<file path="src/rtl/akh_pkg.sv">
`default_nettype none
// ----------------------------------------------------------------------------
// akh_pkg
// Shared constants, codes and controller/datapath interface types for the
// k-mer histogram block.
// ----------------------------------------------------------------------------
package akh_pkg;

  // sizing
  localparam int MAX_KMER_LENGTH = 8;
  localparam int COUNT_BITS      = 32;
  localparam int CODE_BITS       = 2 * MAX_KMER_LENGTH;
  localparam int TABLE_DEPTH     = 1 << CODE_BITS;
  localparam int CURSOR_BITS     = CODE_BITS + 1;
  localparam int FILL_BITS       = $clog2(MAX_KMER_LENGTH + 1);

  // port widths
  localparam int LEN_BITS        = 4;
  localparam int CFG_INDEX_BITS  = 1;
  localparam int CFG_DATA_BITS   = 4;
  localparam int ACTION_BITS     = 2;
  localparam int CHAR_BITS       = 8;
  localparam int KMER_CODE_BITS  = 16;
  localparam int KMER_COUNT_BITS = 32;
  localparam int SAT_CMP_BITS    =
    (COUNT_BITS > KMER_COUNT_BITS) ? COUNT_BITS : KMER_COUNT_BITS;

  // register indexes
  localparam logic [CFG_INDEX_BITS-1:0] REG_KMER_LENGTH = 1'b0;
  localparam logic [CFG_INDEX_BITS-1:0] REG_ANCHOR_ALL  = 1'b1;

  // register reset values
  localparam logic [LEN_BITS-1:0] KMER_LENGTH_RESET = 4'd3;
  localparam logic                ANCHOR_ALL_RESET  = 1'b1;

  // action codes
  localparam logic [ACTION_BITS-1:0] ACT_PUSH  = 2'd0;
  localparam logic [ACTION_BITS-1:0] ACT_READ  = 2'd1;
  localparam logic [ACTION_BITS-1:0] ACT_CLEAR = 2'd2;

  // base characters and their 2-bit codes
  localparam logic [CHAR_BITS-1:0] CHAR_A = 8'h41;
  localparam logic [CHAR_BITS-1:0] CHAR_C = 8'h43;
  localparam logic [CHAR_BITS-1:0] CHAR_G = 8'h47;
  localparam logic [CHAR_BITS-1:0] CHAR_T = 8'h54;
  localparam logic [1:0] BASE_A = 2'd0;
  localparam logic [1:0] BASE_C = 2'd1;
  localparam logic [1:0] BASE_G = 2'd2;
  localparam logic [1:0] BASE_T = 2'd3;

  // commands from controller to datapath
  typedef struct packed {
    logic push;         // apply a base to the window, fetch its counter
    logic inc_write;    // write back the incremented counter
    logic read_start;   // fetch the entry at the read cursor
    logic scan;         // fetch the next entry of a scan
    logic clear_start;  // empty window and cursor, restart the sweep
    logic sweep;        // zero one table entry
    logic cap_none;     // capture an exhausted read-out
    logic cap_entry;    // capture the fetched entry as the result
    logic finish;       // settle last_entry from the look-ahead fetch
    logic load_out;     // move the result into the output register
  } akh_cmd_t;

  // status from datapath to controller
  typedef struct packed {
    logic [ACTION_BITS-1:0] action;
    logic push_counts;  // pushed base completes a k-mer
    logic sweep_done;   // last table entry is being zeroed
    logic tag_valid;    // fetched data belongs to a code inside the table
    logic tag_hit;      // fetched data is valid and nonzero
    logic anchor;       // report every code
  } akh_status_t;

  // clamp a table counter to the width of the count port
  function automatic logic [KMER_COUNT_BITS-1:0] count_to_port(
    input logic [COUNT_BITS-1:0] c
  );
    logic [SAT_CMP_BITS-1:0] wide;
    wide = SAT_CMP_BITS'(c);
    if (wide > SAT_CMP_BITS'({KMER_COUNT_BITS{1'b1}})) begin
      return {KMER_COUNT_BITS{1'b1}};
    end
    return KMER_COUNT_BITS'(wide);
  endfunction

endpackage
`default_nettype wire

</file>
<file path="src/rtl/akh_ctrl.sv">
`default_nettype none
// ----------------------------------------------------------------------------
// akh_ctrl
// Controller: sequences table clearing, counter updates, read-out scans and
// the output register handshake.
// ----------------------------------------------------------------------------
module akh_ctrl (
  input  wire logic                clk,
  input  wire logic                rst,
  input  wire logic                in_valid,
  output logic                     in_ready,
  output logic                     out_valid,
  input  wire logic                out_ready,
  input  wire akh_pkg::akh_status_t st,
  output akh_pkg::akh_cmd_t        cmd
);

  typedef enum logic [5:0] {
    S_CLEAR = 6'b000001,
    S_IDLE  = 6'b000010,
    S_INC   = 6'b000100,
    S_SCAN1 = 6'b001000,
    S_SCAN2 = 6'b010000,
    S_EMIT  = 6'b100000
  } state_t;

  state_t state;
  state_t state_next;
  logic   out_free;

  assign in_ready = (state == S_IDLE);
  assign out_free = !out_valid || out_ready;

  // next state and commands
  always_comb begin
    state_next = state;
    cmd        = '0;
    case (state)
      S_CLEAR: begin
        cmd.sweep = 1'b1;
        if (st.sweep_done) begin
          state_next = S_IDLE;
        end
      end
      S_IDLE: begin
        if (in_valid) begin
          case (st.action)
            akh_pkg::ACT_PUSH: begin
              cmd.push = 1'b1;
              if (st.push_counts) begin
                state_next = S_INC;
              end
            end
            akh_pkg::ACT_READ: begin
              cmd.read_start = 1'b1;
              state_next     = S_SCAN1;
            end
            akh_pkg::ACT_CLEAR: begin
              cmd.clear_start = 1'b1;
              state_next      = S_CLEAR;
            end
            default: begin
              state_next = S_IDLE;
            end
          endcase
        end
      end
      S_INC: begin
        cmd.inc_write = 1'b1;
        state_next    = S_IDLE;
      end
      // look for the entry to report
      S_SCAN1: begin
        cmd.scan = 1'b1;
        if (!st.tag_valid) begin
          cmd.cap_none = 1'b1;
          state_next   = S_EMIT;
        end else if (st.anchor || st.tag_hit) begin
          cmd.cap_entry = 1'b1;
          state_next    = st.anchor ? S_EMIT : S_SCAN2;
        end
      end
      // look ahead for another nonzero entry
      S_SCAN2: begin
        cmd.scan = 1'b1;
        if (!st.tag_valid || st.tag_hit) begin
          cmd.finish = 1'b1;
          state_next = S_EMIT;
        end
      end
      S_EMIT: begin
        if (out_free) begin
          cmd.load_out = 1'b1;
          state_next   = S_IDLE;
        end
      end
      default: begin
        state_next = S_CLEAR;
      end
    endcase
  end

  // state register, reset starts the clearing sweep
  always_ff @(posedge clk) begin
    if (rst) begin
      state <= S_CLEAR;
    end else begin
      state <= state_next;
    end
  end

  // output valid flag
  always_ff @(posedge clk) begin
    if (rst) begin
      out_valid <= 1'b0;
    end else if (cmd.load_out) begin
      out_valid <= 1'b1;
    end else if (out_ready) begin
      out_valid <= 1'b0;
    end
  end

endmodule
`default_nettype wire

</file>
<file path="config.mk">
export PLATFORM = sky130hd
export DESIGN_NAME = akh_ctrl
export DESIGN_NICKNAME = d
export VERILOG_FILES = /design/src/rtl/akh_pkg.sv /design/src/rtl/akh_ctrl.sv
export SDC_FILE = /design/constraint.sdc
export NUM_CORES = 1
export LEC_CHECK = 0
export ABC_AREA = 1
export BUFFER_PORTS_ARGS = -buffer_cell sky130_fd_sc_hd__buf_2
export CAP_MARGIN = 20
export CELL_PAD_IN_SITES_DETAIL_PLACEMENT = 1
export CELL_PAD_IN_SITES_GLOBAL_PLACEMENT = 1
export CORE_UTILIZATION = 33
export DETAILED_ROUTE_END_ITERATION = 6
export GPL_TIMING_DRIVEN = 0
export PLACE_DENSITY = 0.8
export SKIP_LAST_GASP = 1
export SYNTH_ARGS = -nofsm -noshare
export SYNTH_HDL_FRONTEND = slang
export SYNTH_SLANG_ARGS = --single-unit
</file>
<file path="constraint.sdc">
create_clock -name clk -period 2.6 [get_ports clk]
set_input_delay 0 -clock clk [delete_from_list [all_inputs] [get_ports clk]]
set_output_delay 0 -clock clk [all_outputs]
set_load 0.03 [all_outputs]
</file>
==> impl_table.tex, run 1 <==
\begin{tabular}{lr}
\hline
Metric & Value \\
\hline
\multicolumn{2}{l}{\textbf{Status}} \\
\quad Result of the run & finished clean \\
\multicolumn{2}{l}{\textbf{Floorplanning}} \\
\quad Number of rows created at floorplan & 15 \\
\quad Height of the chip & 44.9 um \\
\quad Die footprint & 2020 sq um \\
\quad Boundary Pins & 23 \\
\quad Starting density of the core & 35.2\% \\
\quad Horizontal die dimension & 44.9 um \\
\quad Core ar. & 1730 sq um \\
\multicolumn{2}{l}{\textbf{Power}} \\
\quad Portion of total power attributed to combinational logic & 59.0\% \\
\quad Switching power total & 0.354 mW \\
\quad Peak supply drop & 348 uV \\
\quad Sequential power share & 26.3\% \\
\quad Internal cell power & 0.331 mW \\
\quad Total design power & 0.685 mW \\
\quad Sw Ratio & 51.6\% \\
\quad Power share of the clock group & 14.7\% \\
\quad Power per standard cell area & 871 nW/um\^{}2 \\
\quad Static leakage power & 0.451 nW \\
\multicolumn{2}{l}{\textbf{STA}} \\
\quad Final number of hold-violating endpoints & 0 \\
\quad Relative slew slack & 77.9\% \\
\quad PnR worst setup slack & 1.05 ns \\
\quad Achievable Freq & 647 MHz \\
\quad Setup TNS after final layout & 0 ns \\
\quad Worst Clk Skew & 0.00451 ns \\
\quad WHS & 0.0629 ns \\
\quad Worst-Margin Slew & 0.331 ns \\
\quad Number of max-slew violations in the final report & 0 \\
\quad Post-route minimum period & 1.55 ns \\
\quad Period Utilization, post-route & 59.5\% \\
\quad Final number of setup-violating endpoints & 0 \\
\quad Setup repair after global routing missed its margin & no \\
\multicolumn{2}{l}{\textbf{Drt}} \\
\quad DRC violations left & 0 \\
\quad Via count & 714 \\
\quad Remaining number of nets flagged by the antenna check after routing & 0 \\
\quad Average wire per cell in the routed design & 11.1 um \\
\quad Total wire length & 1680 um \\
\quad Length of the first detailed-routing pass in iterations & 3 \\
\quad 1st-iter DRT viols & 10 \\
\quad Via density per instance & 4.73 \\
\multicolumn{2}{l}{\textbf{Flow run}} \\
\quad Max-cap violations & 0 \\
\multicolumn{2}{l}{\textbf{Synthesis}} \\
\quad Fraction of post-synthesis cell area in the top cell type by area & 23.0\% \\
\quad Warning count from the yosys run & 0 \\
\quad Number of synthesized register bits & 7 \\
\quad Number of instances in the synthesized netlist & 99 \\
\quad Share of synthesized flip-flops with an asynchronous set or reset & 0\% \\
\quad Cell area after synthesis & 608 sq um \\
\quad Cell type contributing the most total cell area after synthesis & sky130\_fd\_sc\_hd\_\_dfxtp\_1 \\
\quad Most used flip-flop cell after synthesis & sky130\_fd\_sc\_hd\_\_dfxtp\_1 \\
\quad Most common library cells after synthesis & sky130\_fd\_sc\_hd\_\_inv\_1, sky130\_fd\_sc\_hd\_\_nor2\_1, sky130\_fd\_sc\_hd\_\_nand3\_1 \\
\quad Top post-synthesis cells by area & sky130\_fd\_sc\_hd\_\_dfxtp\_1, sky130\_fd\_sc\_hd\_\_inv\_1, sky130\_fd\_sc\_hd\_\_nor2\_1, sky130\_fd\_sc\_hd\_\_nand3\_1, sky130\_fd\_sc\_hd\_\_nor2\_4 \\
\quad Number of enable flip-flop cells after synthesis & 0 \\
\quad Number of distinct library cells after synthesis & 15 \\
\quad Sequential fraction of the synthesis area & 23.0\% \\
\quad Number of nets in the synthesized netlist & 110 \\
\quad Average instance area after synthesis & 6.14 sq um \\
\multicolumn{2}{l}{\textbf{Final layout}} \\
\quad Area Growth Syn to Fin & 29.2\% \\
\quad Non-filler instance count after layout & 151 \\
\quad Number of nets at the end of the flow & 138 \\
\quad Final instance area & 786 sq um \\
\quad Share of final-layout standard cells stronger than drive strength 1 & 29.4\% \\
\quad Final cell utilization of the core & 45.5\% \\
\quad Diodes inserted & 0 \\
\multicolumn{2}{l}{\textbf{Worst hold path}} \\
\quad Min-Delay Path Depth & 4 \\
\quad Min-Delay Path Class & in2reg \\
\multicolumn{2}{l}{\textbf{Placement}} \\
\quad Routability Congestion & 0.723 \\
\quad Worst setup timing slack at the placement stage & 1.24 ns \\
\quad Number of I/O port buffers & 22 \\
\quad Total placed cells including tap cells & 146 \\
\quad Detailed Place HPWL & 1390 um \\
\quad Cell area reported after detailed placement & 749 sq um \\
\multicolumn{2}{l}{\textbf{CTS}} \\
\quad Clock sink count & 7 \\
\quad TritonCTS clock tree & built \\
\quad Insertion delay of the later-clocked pin in the worst-skew pair & 0.25 ns \\
\quad Setup bufs post-CTS & 0 \\
\quad Worst-case clock buffer depth & 2 \\
\quad Number of cells upsized or downsized after cts & 0 \\
\quad Root buffer selected by CTS & sky130\_fd\_sc\_hd\_\_clkbuf\_4 \\
\quad Deepest level of the CTS H-tree & 1 \\
\quad Clock-pin slew on the worst setup and hold paths & 0.06 ns \\
\quad TritonCTS Buffers & 3 \\
\quad Post-CTS Hold Buffers & 1 \\
\multicolumn{2}{l}{\textbf{Setup path}} \\
\quad Element type at the critical path end & output pin \\
\quad Data arrival time of the critical path & 1.55 ns \\
\quad Worst setup path class & reg2out \\
\quad Type of element launching the critical path & flop \\
\quad Number of cells on the worst reg-to-reg path & 7 \\
\quad Data required, critical path & 2.60 ns \\
\quad Largest fanout of any net on the critical path & 6 \\
\multicolumn{2}{l}{\textbf{Global routing}} \\
\quad Antenna violations before repair & 0 \\
\quad Via count of the first global-routing pass & 663 \\
\quad Total grt overflow & 0 \\
\quad Wire length of the first global-routing pass & 2700 um \\
\quad All-layer global routing usage & 18.8\% \\
\quad Largest net degree at the start of global routing & 10 \\
\hline
\end{tabular}
==> kinds of logic (layout without fill, tap and decap cells) <==
family | after synthesis | after routing | share of synthesized area, %
AO/OA/AOI/OAI | 7 | 7 | 6.17
AND/OR/NAND/NOR | 65 | 65 | 58.4
flip-flops | 7 | 7 | 23.0
buffers and inverters | 20 | 47 | 12.3
==> path summary, 6_finish.rpt <==
kind	start	to	slack (ns)
min reg2reg	out_valid	out_valid	0.59
min	out_ready	out_valid	0.06
max reg2reg	state[4]	state[3]	1.25
max	state[1]	cmd[5]	1.05
==> state kept, by name, indices dropped and copies added, names as in the netlist <==
register   cells
out_valid      1
state          6
==> area by class of cell <==
class | count | area (sq um)
clock buffer | 4 | 26.3
sequential | 7 | 140
inverter | 20 | 75.1
tap | 25 | 31.3
multi-input combinational | 72 | 393
fill | 235 | 941
timing repair buffer | 23 | 120
==> placed cells by master (no fill, tap or decap), types with 3 or more instances in the layout <==
| master | count |
|---|---|
| sky130_fd_sc_hd__buf_2 | 22 |
| sky130_fd_sc_hd__inv_1 | 20 |
| sky130_fd_sc_hd__nor2_1 | 20 |
| sky130_fd_sc_hd__nand3_1 | 14 |
| sky130_fd_sc_hd__nand2_1 | 10 |
| sky130_fd_sc_hd__dfxtp_1 | 7 |
| sky130_fd_sc_hd__nor2_4 | 5 |
| sky130_fd_sc_hd__nand4_1 | 5 |
| sky130_fd_sc_hd__nor3_1 | 4 |
| sky130_fd_sc_hd__a21oi_1 | 4 |
| sky130_fd_sc_hd__nor2_2 | 3 |
| sky130_fd_sc_hd__clkbuf_4 | 3 |
==> power by group through the flow <==
stage	combinational (mW)	clock (mW)	sequential [mW]
6_report	0.404	0.101	0.180
5_1_grt	0.445	0.112	0.184
4_1_cts	0.408	0.104	0.181
3_5_place_dp	0.402	0	0.183
3_3_place_gp	0.391	0	0.179
2_1_floorplan	0.317	0	0.174
==> layer usage <==
metal,global-route usage (%),part of all wire [%],vias to the layer above
met1,21.0,47,325
met4,9.09,1.1,0
met5,0,0,-
li1,-,-,370
met2,33.0,50,17
met3,4.80,2.7,2
==> critical path, stage by stage (launching register included) <==
cell,delay (ns)
sky130_fd_sc_hd__dfxtp_1,0.40
sky130_fd_sc_hd__inv_1,0.08
sky130_fd_sc_hd__nor2_2,0.15
sky130_fd_sc_hd__nand3_4,0.12
sky130_fd_sc_hd__inv_1,0.11
sky130_fd_sc_hd__nand3_1,0.11
sky130_fd_sc_hd__nor2_1,0.11
sky130_fd_sc_hd__buf_2,0.21
Power figures use the tool's default switching activity.
==> inputs of run 2 (changes only) <==
ABC_AREA = 0   (was 1)
CORE_UTILIZATION = 29   (was 33)
PLACE_DENSITY = 0.71   (was 0.8)
clock period = 1.3 ns   (was 2.6 ns; I/O delays follow)
==> run 2 against run 1 <==
Effect of this change:
- critical path depth down 2
- first-iteration DRC count down 50%
- the flow now finishes with violations (negative setup slack)
- die area up 14%
- hold slack better by 0.043 ns
- clock power up 110%
- setup slack worse by 1.5 ns
- highest routed layer unchanged
- area after synthesis up 1.0%
- design area up 47%
- combinational power up 33%
- power up 49%
- sequential power up 48%
==> impl_table.tex, run 2 <==
\begin{tabular}{lr}
\hline
Metric & Value \\
\hline
\multicolumn{2}{l}{\textbf{Status}} \\
\quad Result of the run & complete, but fails checks \\
\quad Failing checks & negative setup slack \\
\multicolumn{2}{l}{\textbf{Floorplanning}} \\
\quad Height of the chip & 48.0 um \\
\quad Horizontal die dimension & 48.0 um \\
\quad Boundary Pins & 23 \\
\quad Starting density of the core & 31.0\% \\
\quad Die footprint & 2310 sq um \\
\quad Number of rows created at floorplan & 16 \\
\quad Core ar. & 1980 sq um \\
\multicolumn{2}{l}{\textbf{Synthesis}} \\
\quad Number of enable flip-flop cells after synthesis & 0 \\
\quad Top post-synthesis cells by area & sky130\_fd\_sc\_hd\_\_dfxtp\_1, sky130\_fd\_sc\_hd\_\_nor2b\_1, sky130\_fd\_sc\_hd\_\_nor2\_1, sky130\_fd\_sc\_hd\_\_nand4b\_1, sky130\_fd\_sc\_hd\_\_nor3\_1 \\
\quad Number of instances in the synthesized netlist & 84 \\
\quad Number of nets in the synthesized netlist & 95 \\
\quad Number of synthesized register bits & 7 \\
\quad Most used flip-flop cell after synthesis & sky130\_fd\_sc\_hd\_\_dfxtp\_1 \\
\quad Sequential fraction of the synthesis area & 22.8\% \\
\quad Share of synthesized flip-flops with an asynchronous set or reset & 0\% \\
\quad Fraction of post-synthesis cell area in the top cell type by area & 22.8\% \\
\quad Average instance area after synthesis & 7.31 sq um \\
\quad Cell area after synthesis & 614 sq um \\
\quad Cell type contributing the most total cell area after synthesis & sky130\_fd\_sc\_hd\_\_dfxtp\_1 \\
\quad Most numerous cell in the Yosys netlist & sky130\_fd\_sc\_hd\_\_nor2\_1 \\
\quad Warning count from the yosys run & 0 \\
\quad Number of distinct library cells after synthesis & 38 \\
\quad Most common library cells after synthesis & sky130\_fd\_sc\_hd\_\_nor2\_1, sky130\_fd\_sc\_hd\_\_dfxtp\_1 \\
\multicolumn{2}{l}{\textbf{Setup path}} \\
\quad Buffers plus inverters on the worst setup path & 1 \\
\quad Worst path top cell family by delay & simple AND/OR/NAND/NOR gates \\
\quad Type of element launching the critical path & flop \\
\quad Slowest cell delay on critical path & 0.55 ns \\
\quad Cell count along the critical path & 5 \\
\quad Data required, critical path & 1.44 ns \\
\quad Worst setup path class & reg2reg \\
\quad Worst reg2reg path endpoint & state[0] \\
\quad Critical-path cell with the highest stage delay & sky130\_fd\_sc\_hd\_\_or4\_4 \\
\quad Internal reg-to-reg setup slack & -0.41 ns \\
\quad Worst reg2reg startpoint & state[2] \\
\quad Data arrival time of the critical path & 1.85 ns \\
\quad Setup crit start & state[2] \\
\quad Endpoint of the most critical setup path & state[0] \\
\quad Element type at the critical path end & flop \\
\quad CP cell instances & buf\_6, or4\_4, maj3\_2, a221oi\_2, o21ai\_1 \\
\quad Number of cells on the worst reg-to-reg path & 5 \\
\quad Largest fanout of any net on the critical path & 9 \\
\multicolumn{2}{l}{\textbf{STA}} \\
\quad Period Utilization, post-route & 132\% \\
\quad Achievable Freq & 584 MHz \\
\quad Final number of setup-violating endpoints & 16 \\
\quad Worst-Margin Slew & 0.540 ns \\
\quad Post-route minimum period & 1.71 ns \\
\quad Relative slew slack & 63.6\% \\
\quad Setup repair after global routing missed its margin & yes \\
\quad PnR worst setup slack & -0.413 ns \\
\quad Worst Clk Skew & 0.00349 ns \\
\quad Final number of hold-violating endpoints & 0 \\
\quad Setup TNS after final layout & -4.86 ns \\
\quad Number of max-slew violations in the final report & 0 \\
\multicolumn{2}{l}{\textbf{Final layout}} \\
\quad Most used cells in the layout excluding fill and tap cells & sky130\_fd\_sc\_hd\_\_buf\_6, sky130\_fd\_sc\_hd\_\_buf\_4, sky130\_fd\_sc\_hd\_\_buf\_2 \\
\quad Final instance area & 1160 sq um \\
\quad Number of nets at the end of the flow & 137 \\
\quad Number of flip-flops in the largest register & 6 \\
\quad Fillers & 231 \\
\quad Diodes inserted & 0 \\
\quad Non-filler instance count after layout & 152 \\
\quad Largest register by flop count & state \\
\quad Share of final-layout standard cells stronger than drive strength 1 & 58.4\% \\
\quad Registers with the most flip-flops & state (6), out\_valid (1) \\
\quad Area Growth Syn to Fin & 88.6\% \\
\multicolumn{2}{l}{\textbf{Placement}} \\
\quad Routability Congestion & 0.711 \\
\quad Number of I/O port buffers & 21 \\
\quad Cell area reported after detailed placement & 805 sq um \\
\quad Detailed Place HPWL & 1390 um \\
\quad Total placed cells including tap cells & 132 \\
\multicolumn{2}{l}{\textbf{Power}} \\
\quad Sequential power share & 26.2\% \\
\quad Power share of the clock group & 21.2\% \\
\quad Portion of total power attributed to combinational logic & 52.6\% \\
\quad Internal cell power & 0.622 mW \\
\quad Sw Ratio & 39.0\% \\
\quad Peak supply drop & 536 uV \\
\quad Power per standard cell area & 881 nW/um\^{}2 \\
\quad Static leakage power & 0.484 nW \\
\quad Switching power total & 0.398 mW \\
\multicolumn{2}{l}{\textbf{Drt}} \\
\quad Remaining number of nets flagged by the antenna check after routing & 0 \\
\quad DRC violations left & 0 \\
\quad 1st-iter DRT viols & 5 \\
\quad Via density per instance & 5.11 \\
\quad Via count & 777 \\
\quad Average wire per cell in the routed design & 14.4 um \\
\quad Total wire length & 2200 um \\
\quad Length of the first detailed-routing pass in iterations & 4 \\
\multicolumn{2}{l}{\textbf{CTS}} \\
\quad Root buffer selected by CTS & sky130\_fd\_sc\_hd\_\_clkbuf\_4 \\
\quad Clock sink count & 7 \\
\quad Worst-case clock buffer depth & 2 \\
\quad Clock-pin slew on the worst setup and hold paths & 0.06 ns \\
\quad Insertion delay of the later-clocked pin in the worst-skew pair & 0.26 ns \\
\quad Deepest level of the CTS H-tree & 1 \\
\quad TritonCTS clock tree & built \\
\quad TritonCTS Buffers & 3 \\
\multicolumn{2}{l}{\textbf{Global routing}} \\
\quad All-layer global routing usage & 19.8\% \\
\quad Wire length of the first global-routing pass & 3130 um \\
\quad Antenna violations before repair & 0 \\
\quad Total grt overflow & 0 \\
\quad Largest net degree at the start of global routing & 10 \\
\quad Via count of the first global-routing pass & 716 \\
\multicolumn{2}{l}{\textbf{Flow run}} \\
\quad Max-cap violations & 0 \\
\multicolumn{2}{l}{\textbf{Worst hold path}} \\
\quad Min-Delay Path Class & in2reg \\
\quad Min-Delay Startpoint & out\_ready \\
\hline
\end{tabular}
[run 2: cell count changes in the layout (fill, tap and decap cells not counted), sizes merged, moves of 3 or more]
cell | previous run | this run
buf | 22 | 43
inv | 20 | 5
nand2 | 13 | 5
nand2b | 0 | 3
nand3 | 15 | 3
nand4 | 5 | 1
nand4b | 0 | 3
nor2 | 28 | 8
nor2b | 0 | 5
nor4 | 0 | 3
[run 2: cell type report]
type,instances,area [sq um],share of cell area (%)
tap,27,33.8,2.92
sequential,7,149,12.9
inverter,5,18.8,1.62
buffer,5,48.8,4.21
timing repair buffer,39,315,27.2
clock buffer,4,26.3,2.27
multi-input combinational,65,567,48.9
[run 2: what timing repair did]
action | 4_1_cts | 5_1_grt
endpoints found under the hold margin | 1 | 0
hold buffers | 1 | 0
setup buffers | 10 | 7
endpoints found under the setup margin | 17 | 18
pin swaps | 12 | 15
gates resized for setup | 31 | 26
[run 2: kinds of logic (layout without fill, tap and decap cells)]
family	after synthesis	count (layout)	share of synthesized area (%)
AO/OA/AOI/OAI	18	18	21.4
XOR/XNOR	1	1	1.43
adder cells (fa/ha/maj)	1	1	1.83
buffers and inverters	12	53	10.4
flip-flops	7	7	22.8
AND/OR/NAND/NOR	45	45	42.2
[run 2: worst min path at each step]
stage | to | slack, ns | cells after the start
floorplan | cmd[9] | 0.04 | 1
global placement | state[4] | 0.23 | 2
detailed placement | state[4] | 0.23 | 2
CTS | out_valid | 0.09 | 4
global route | state[2] | 0.14 | 4
finish | out_valid | 0.11 | 4
[run 2: worst min-delay path, stage by stage]
cell,delay [ns]
sky130_fd_sc_hd__buf_2,0.08
sky130_fd_sc_hd__nor2b_1,0.05
sky130_fd_sc_hd__a21oi_1,0.13
sky130_fd_sc_hd__nor2_1,0.05
[run 2: per-layer routing]
layer  GRT usage, %  vias to the layer above  wire [um]
met5              0                        -          0
met3           2.26                        4         38
met4           8.33                        0         51
met2           37.6                       16       1250
li1               -                      391          -
met1           21.9                      366        856
[run 2: per-stage QoR]
stage          hold WS, ns  utilization, %  setup WS (ns)  power [mW]
2_1_floorplan       0.0447               -         -0.409       0.519
3_3_place_gp         0.231            40.6         -0.532       0.600
3_5_place_dp         0.231            40.6         -0.490       0.610
4_1_cts             0.0925            51.4         -0.468       0.945
5_1_grt              0.144            58.5         -0.472        1.07
6_report             0.105            58.5         -0.413        1.02
[run 2: power groups by stage]
stage	clock network, mW	registers, mW	logic (mW)
floorplan	0	0.241	0.278
global placement	0	0.242	0.358
detailed placement	0	0.243	0.368
CTS	0.221	0.260	0.464
global route	0.225	0.271	0.572
finish	0.217	0.267	0.536
==> inputs of run 3 (changes only) <==
ABC_CLOCK_PERIOD_IN_PS = 1300   (was default)
CORE_ASPECT_RATIO = 0.7   (was default)
==> run 3 against run 2 <==
Effect of this change:
- the flow finishes with violations (design-rule violations, negative setup slack)
- global-route usage grew 8.0 points
- design area grew 14%
- critical path depth shrank 1
- flip-flop and latch count is the same
- power grew 13%
- clock power grew 2%
- critical endpoint is now cmd[1]
==> impl_table.tex, run 3 (synthesis gave the netlist of run 2 again) <==
\begin{tabular}{lr}
\hline
Metric & Value \\
\hline
\multicolumn{2}{l}{\textbf{Drt}} \\
\quad Remaining number of nets flagged by the antenna check after routing & 0 \\
\quad Via density per instance & 6.18 \\
\quad Total wire length & 3810 um \\
\quad Via count & 977 \\
\quad 1st-iter DRT viols & 38 \\
\quad Length of the first detailed-routing pass in iterations & 6 \\
\quad DRC violations left & 2 \\
\quad Average wire per cell in the routed design & 24.1 um \\
\multicolumn{2}{l}{\textbf{STA}} \\
\quad Period Utilization, post-route & 132\% \\
\quad PnR worst setup slack & -0.422 ns \\
\quad Relative slew slack & 61.8\% \\
\quad Worst-Margin Slew & 0.573 ns \\
\quad WHS & 0.126 ns \\
\quad Number of max-slew violations in the final report & 0 \\
\quad Setup repair after global routing missed its margin & yes \\
\quad Setup TNS after final layout & -5.83 ns \\
\quad Final number of hold-violating endpoints & 0 \\
\quad Final number of setup-violating endpoints & 18 \\
\quad Post-route minimum period & 1.72 ns \\
\quad Worst Clk Skew & 0.00815 ns \\
\quad Achievable Freq & 581 MHz \\
\multicolumn{2}{l}{\textbf{CTS}} \\
\quad Clock-pin slew on the worst setup and hold paths & 0.06 ns \\
\quad Clock sink count & 7 \\
\quad Insertion delay of the later-clocked pin in the worst-skew pair & 0.27 ns \\
\quad Root buffer selected by CTS & sky130\_fd\_sc\_hd\_\_clkbuf\_4 \\
\quad Deepest level of the CTS H-tree & 1 \\
\quad Worst-case clock buffer depth & 2 \\
\quad TritonCTS clock tree & built \\
\quad TritonCTS Buffers & 3 \\
\multicolumn{2}{l}{\textbf{Setup path}} \\
\quad Number of cells on the worst reg-to-reg path & 4 \\
\quad Data arrival time of the critical path & 1.72 ns \\
\quad Worst setup path class & reg2out \\
\quad Data required, critical path & 1.30 ns \\
\quad Slowest cell delay on critical path & 0.57 ns \\
\quad CP cell instances & or4\_4, buf\_4, nor3\_4, buf\_6 \\
\quad Critical-path cell with the highest stage delay & sky130\_fd\_sc\_hd\_\_or4\_4 \\
\quad Largest fanout of any net on the critical path & 5 \\
\quad Worst path top cell family by delay & simple AND/OR/NAND/NOR gates \\
\quad Buffers plus inverters on the worst setup path & 2 \\
\quad Element type at the critical path end & output pin \\
\quad Cell count along the critical path & 4 \\
\quad Type of element launching the critical path & flop \\
\multicolumn{2}{l}{\textbf{Power}} \\
\quad Switching power total & 0.479 mW \\
\quad Internal cell power & 0.676 mW \\
\quad Sw Ratio & 41.5\% \\
\quad Power share of the clock group & 19.2\% \\
\quad Static leakage power & 0.539 nW \\
\quad Portion of total power attributed to combinational logic & 57.3\% \\
\quad Power per standard cell area & 877 nW/um\^{}2 \\
\quad Sequential power share & 23.5\% \\
\quad Peak supply drop & 529 uV \\
\multicolumn{2}{l}{\textbf{Floorplanning}} \\
\quad Core ar. & 1920 sq um \\
\quad Die footprint & 2310 sq um \\
\quad Boundary Pins & 23 \\
\quad Height of the chip & 40.5 um \\
\quad Horizontal die dimension & 57.0 um \\
\quad Number of rows created at floorplan & 13 \\
\quad Starting density of the core & 32.0\% \\
\multicolumn{2}{l}{\textbf{Final layout}} \\
\quad Diodes inserted & 0 \\
\quad Number of flip-flops in the largest register & 6 \\
\quad Largest register by flop count & state \\
\quad Registers with the most flip-flops & state (6), out\_valid (1) \\
\quad Area Growth Syn to Fin & 114\% \\
\quad Share of final-layout standard cells stronger than drive strength 1 & 67.6\% \\
\quad Most used cells in the layout excluding fill and tap cells & sky130\_fd\_sc\_hd\_\_buf\_4, sky130\_fd\_sc\_hd\_\_buf\_6, sky130\_fd\_sc\_hd\_\_buf\_2 \\
\quad Number of nets at the end of the flow & 148 \\
\quad Most frequent standard cell in the layout excluding fill and tap cells & sky130\_fd\_sc\_hd\_\_buf\_4 \\
\multicolumn{2}{l}{\textbf{Global routing}} \\
\quad All-layer global routing usage & 27.8\% \\
\quad Largest net degree at the start of global routing & 10 \\
\quad Wire length of the first global-routing pass & 4510 um \\
\quad Via count of the first global-routing pass & 890 \\
\quad Total grt overflow & 0 \\
\quad Antenna violations before repair & 0 \\
\multicolumn{2}{l}{\textbf{Placement}} \\
\quad Routability Congestion & 0.727 \\
\quad Detailed Place HPWL & 1580 um \\
\quad Number of I/O port buffers & 21 \\
\multicolumn{2}{l}{\textbf{Status}} \\
\quad Failing checks & design-rule violations, negative setup slack \\
\quad Result of the run & complete, but fails checks \\
\multicolumn{2}{l}{\textbf{Worst hold path}} \\
\quad Min-Delay Path Depth & 4 \\
\quad Min-Delay Path Class & in2reg \\
\multicolumn{2}{l}{\textbf{Flow run}} \\
\quad Max-cap violations & 0 \\
\hline
\end{tabular}
run 3: power groups by stage:
stage               combinational (mW)  clock (mW)  sequential, mW
global route                     0.686       0.240           0.271
global placement                 0.357           0           0.242
detailed placement               0.371           0           0.242
CTS                              0.585       0.227           0.249
finish                           0.662       0.222           0.272
floorplan                        0.278           0           0.241
run 3: worst register-to-register path, stage by stage, from the launching register on:
cell	delay, ns
sky130_fd_sc_hd__dfxtp_4	0.37
sky130_fd_sc_hd__or4_4	0.57
sky130_fd_sc_hd__maj3_2	0.34
sky130_fd_sc_hd__a221oi_2	0.21
sky130_fd_sc_hd__o21ai_1	0.09
run 3: path summary, 6_finish.rpt:
| kind | start | slack, ns | endpoint |
|---|---|---|---|
| min | st[6] | 0.13 | state[2] |
| max | state[0] | -0.42 | cmd[1] |
| max reg2reg | state[0] | -0.41 | state[0] |
| min reg2reg | state[3] | 0.66 | state[1] |
run 3: layout make-up:
| cell class | instances | area (sq um) |
|---|---|---|
| multi-input combinational | 65 | 636 |
| fill | 203 | 602 |
| timing repair buffer | 53 | 432 |
| sequential | 7 | 160 |
| tap | 22 | 27.5 |
| clock buffer | 4 | 26.3 |
| inverter | 5 | 18.8 |
| buffer | 2 | 17.5 |
run 3: repair_timing:
item | 4_1_cts | 5_1_grt
pin swaps | 15 | 18
setup endpoints to repair | 17 | 18
hold buffers | 1 | 0
setup buffers | 19 | 13
resized for setup | 48 | 28
endpoints found under the hold margin | 1 | 0
gates cloned | 0 | 0
run 3: through the flow:
step / cell area, sq um / cells / setup WS [ns] / total power [mW] / utilization, %
floorplan: 666 / 84 / -0.409 / 0.519 / -
global placement: 798 / 127 / -0.489 / 0.598 / 41.6
detailed placement: 798 / 127 / -0.519 / 0.613 / 41.6
CTS: 1160 / 149 / -0.475 / 1.06 / 60.4
global route: 1320 / 158 / -0.486 / 1.20 / 68.6
finish: 1320 / 158 / -0.422 / 1.16 / 68.6
run 3: metal layers:
| layer | track usage (%) | vias to the layer above | wire length (um) |
|---|---|---|---|
| met5 | 0 | - | 0 |
| met4 | 13.4 | 0 | 158 |
| met3 | 8.06 | 23 | 281 |
| met2 | 49.4 | 58 | 1820 |
| met1 | 32.1 | 480 | 1550 |
| li1 | - | 416 | - |
